### src/rtl/miu_pkg.sv
// ----------------------------------------------------------------------------
// miu_pkg
// Types and constants shared by the integer execute unit.
// ----------------------------------------------------------------------------
`default_nettype none
package miu_pkg;

	typedef enum logic [5:0] {
		OP_ADD = 6'd0, OP_ADDU = 6'd1, OP_ADDI = 6'd2, OP_ADDIU = 6'd3,
		OP_AND = 6'd4, OP_ANDI = 6'd5, OP_BEQ = 6'd6, OP_BNE = 6'd7,
		OP_BNEZ = 6'd8, OP_J = 6'd9, OP_JAL = 6'd10, OP_JR = 6'd11,
		OP_LHU = 6'd12, OP_LL = 6'd13, OP_LUI = 6'd14, OP_LW = 6'd15,
		OP_NOR = 6'd16, OP_OR = 6'd17, OP_ORI = 6'd18, OP_SLT = 6'd19,
		OP_SLTI = 6'd20, OP_SLTIU = 6'd21, OP_SLTU = 6'd22, OP_SLL = 6'd23,
		OP_SRL = 6'd24, OP_SW = 6'd25, OP_SUB = 6'd26, OP_SUBU = 6'd27,
		OP_DIV = 6'd28, OP_DIVU = 6'd29, OP_MFHI = 6'd30, OP_MFLO = 6'd31,
		OP_MULT = 6'd32, OP_MULTU = 6'd33, OP_MOVE = 6'd34, OP_LI = 6'd35
	} op_t;

	localparam logic [4:0]  LINK_REG  = 5'd31;
	localparam logic [31:0] SEG_MASK  = 32'hF000_0000;

	typedef struct packed {
		logic [5:0]  operation;
		logic [4:0]  source_reg;
		logic [4:0]  target_reg;
		logic [4:0]  dest_reg;
		logic [4:0]  shift_amount;
		logic [15:0] imm16;
		logic [25:0] jump_target;
		logic [31:0] full_value;
	} in_item_t;

	typedef struct packed {
		logic [31:0] next_pc;
		logic        branch_taken;
		logic        reg_write_enable;
		logic [4:0]  reg_write_index;
		logic [31:0] reg_write_value;
		logic [31:0] hi_value;
		logic [31:0] lo_value;
		logic        mem_write_enable;
		logic [11:0] mem_word_index;
		logic        divide_by_zero;
		logic        address_fault;
	} out_item_t;

	typedef enum logic [2:0] {
		ST_IDLE, ST_EXEC, ST_MUL, ST_DIV, ST_MEM, ST_DONE
	} exec_state_t;

	function automatic logic [31:0] sext16(input logic [15:0] v);
		return {{16{v[15]}}, v};
	endfunction

endpackage
`default_nettype wire

### src/rtl/miu_front.sv
// ----------------------------------------------------------------------------
// miu_front
// Two-entry input queue between the handshake and the execute back.
// ----------------------------------------------------------------------------
`default_nettype none
module miu_front
	import miu_pkg::*;
(
	input  wire logic     clk,
	input  wire logic     arst_n,
	input  wire in_item_t in_data,
	input  wire logic     in_valid,
	output logic          in_ready,
	output in_item_t      q_data,
	output logic          q_valid,
	input  wire logic     q_pop
);

	in_item_t   slot_q [2];
	logic [1:0] cnt_q;
	logic       rd_q, wr_q;
	logic       push;

	assign in_ready = (cnt_q != 2'd2);
	assign push     = in_valid && in_ready;
	assign q_valid  = (cnt_q != 2'd0);
	assign q_data   = slot_q[rd_q];

	always_ff @(posedge clk) begin
		if (push) slot_q[wr_q] <= in_data;
	end

	always_ff @(posedge clk or negedge arst_n) begin
		if (!arst_n) begin
			cnt_q <= 2'd0;
			rd_q  <= 1'b0;
			wr_q  <= 1'b0;
		end else begin
			if (push) wr_q <= ~wr_q;
			if (q_pop && q_valid) rd_q <= ~rd_q;
			cnt_q <= cnt_q + {1'b0, push} - {1'b0, q_pop && q_valid};
		end
	end

endmodule
`default_nettype wire

### config.mk
export PLATFORM = sky130hd
export DESIGN_NAME = miu_front
export DESIGN_NICKNAME = d
export VERILOG_FILES = /design/src/rtl/miu_pkg.sv /design/src/rtl/miu_front.sv
export SDC_FILE = /design/constraint.sdc
export NUM_CORES = 1
export LEC_CHECK = 0
export BUFFER_PORTS_ARGS = -buffer_cell sky130_fd_sc_hd__buf_2
export CAP_MARGIN = 5
export CORE_ASPECT_RATIO = 1.25
export CORE_MARGIN = 2
export CORE_UTILIZATION = 25
export DETAILED_ROUTE_END_ITERATION = 6
export GPL_TIMING_DRIVEN = 0
export PLACE_DENSITY = 0.47
export SLEW_MARGIN = 20
export SYNTH_ARGS = -nofsm -noshare
export SYNTH_HDL_FRONTEND = slang
export SYNTH_SLANG_ARGS = --single-unit
### constraint.sdc
create_clock -name clk -period 5.6 [get_ports clk]
set_clock_uncertainty 0.15 [all_clocks]
set_input_delay 0.56 -clock clk [delete_from_list [all_inputs] [get_ports clk]]
set_output_delay 0.56 -clock clk [all_outputs]
set_load 0.1 [all_outputs]
==> results.toml <==
[outcome]
status = "finished clean"

[finish]
nets = 670
areaGrowthSynthToFinish_pct = 29.6
fillCellCount = 3048
diodes = 0
layout-drive-gt1-share = 0.602
mostFrequentLayoutCells = "buf_2 (206), edfxtp_1 (200), mux2_4 (90), clkbuf_16 (21)"
layout_commonest_cell = "buf_2"

[sta]
setup_viol = 0
drv_slew = 0
fin_ws_ns = 2.97
post-route-min-period_ns = 2.63
hold_violations = 0
rsz0062_at_grt = "no"
hold_ws_ns = 0.0942
timing.final.crit_share = 0.470
maxSlewHeadroom = 0.640
tns_ns = 0
worst_pin_slew_ns = 0.539
timing.fmax_mhz = 380

[synth]
synth_edf_count = 200
ys_types = 17
synth_cells = 328
syn_nets = 434
yosysWarningCount = 0
synth.avg_cell_area_um2 = 24.0
synthFlopType = "edfxtp_1"
synth-seq-cells = 204
synth_area_mm2 = 0.00786
yosysSeqAreaShare = 0.777
async_reset_ff_frac = 0.0196

[clock_network]
clock-root-buffer = "clkbuf_16"
clock_latency_ns = 0.50
numClockSinks = 204
cts_max_path_buffers = 3
numCtsBuffers = 21
clkTransAtPathRegs_ns = 0.06
cts_tree = "yes"
cts_resized = 0
cts.htree.levels = 1

[drt]
drt_iter0_markers = 132
drc_errors = 0
routed-via-count = 3847
totalWireLength_um = 16100
viasPerCell = 3.91
drt_pass1_iterations = 4
avgRoutedWirePerCell_um = 16.4
final_antenna_net_count = 0

[placed_design]
gp_congestion = 0.678
portBuffers = 205
pre_cts_ws_ns = 3.37
hpwl_um = 11300

[grt]
overflow = 0
grt_pass1_vias = 4361
grtUsageMet1 = 0.105
grt_util_met2 = 0.175
gr-usage-all-layers = 0.0963
busiest_layer = "met2"
grt_pass1_wl_um = 24600
antenna_found_initial = 0
use_met3 = 0.0328
grt_max_degree = 45

[worst_setup_path]
critPathKind = "reg -> out"
critPathMaxFanout = 10
slowest_stage = "dfrtp_1"
slowest_delay_ns = 0.35
crit_chain = "buf_6 -> buf_12 -> mux2_4 -> buf_2"
cpLargestDelayFamily = "buffers and inverters"
arrival_ns = 1.92
end_kind = "output pin"
r2r_slack_ns = 3.52
path_buf_inv = 3
start_kind = "flip-flop"
crit_required_ns = 4.89

[floorplanning]
coreArea_mm2 = 0.0310
die_h_um = 202
dieArea_mm2 = 0.0329
rows = 72
io_pins = 206
start_util = 0.254
fp.dieW_um = 163

[worst_hold_path]
min_path_type = "in -> reg"

[run]
maxCapViolations = 0
-- area by class of cell --
class                           count  area, µm²  area share
Buffer                             11        196      0.0193
Clock buffer                       27        548      0.0538
Clock inverter                      8       35.0     0.00344
Inverter                            1       3.75    0.000368
Multi-Input combinational cell    112       1570       0.154
Sequential cell                   204       6110       0.599
Tap cell                          407        509      0.0500
Timing Repair Buffer              213       1220       0.120
-- routing by layer --
metal	wire [µm]	vias to the layer above	share of wire
li1	-	1769	-
met1	6040	1918	0.37
met2	8380	136	0.52
met3	1350	24	0.084
met4	361	0	0.022
met5	0	-	0
-- Yosys cell counts, types with 2 or more instances --
master	n	share of area
edfxtp_1	200	0.76
mux2_4	90	0.17
mux2_2	10	0.014
buf_12	9	0.023
dfrtp_1	4	0.013
xnor2_1	3	0.0033
ha_1	2	0.0032
-- kinds of logic after synthesis --
| logic type | count (synthesis) | share of synthesized area |
|---|---|---|
| xor gates and xnor gates | 4 | 0.00446 |
| buffers and inverters | 12 | 0.0255 |
| muxes | 100 | 0.186 |
| adders and majority gates | 2 | 0.00318 |
| and+or+nand+nor | 6 | 0.00414 |
| DFF | 204 | 0.777 |
-- per-stage QoR --
step / area [µm²] / instances / util
after floorplan: 7870 / 328 / -
after global placement: 9400 / 940 / 0.303
after detailed placement: 9600 / 947 / 0.310
after CTS: 10200 / 983 / 0.329
after global routing: 10200 / 983 / 0.329
final: 10200 / 983 / 0.329
-- path summary, 6_finish.rpt --
check,start,end,cells past startpoint
setup reg to reg,cnt_q[1],slot_q[0][1],5
hold reg to reg,cnt_q[0],cnt_q[0],1
hold / removal,in_data[53],slot_q[0][53],1
setup / recovery,rd_q,q_data[2],4
max in group asynchronous,arst_n,rd_q,2
min in group asynchronous,arst_n,wr_q,2
-- worst reg2reg max path, delay by kind of cell, from the launching register on --
family | cells | cell delay (ns)
buf+inv | 2 | 0.47
simple gates | 3 | 0.76
flops | 1 | 0.41
-- registers in the layout (all words and copies together) (netlist names) --
register  flops
rd_q          1
slot_q      200
wr_q          1
cnt_q         2
-- repair_timing --
item	in CTS	in global routing
endpoints found under the hold margin	4	0
hold buffers	1	0
setup buffers	0	0
Power is not shown: default switching activity piles up to over one toggle a cycle in this logic, so the estimate is an artifact.
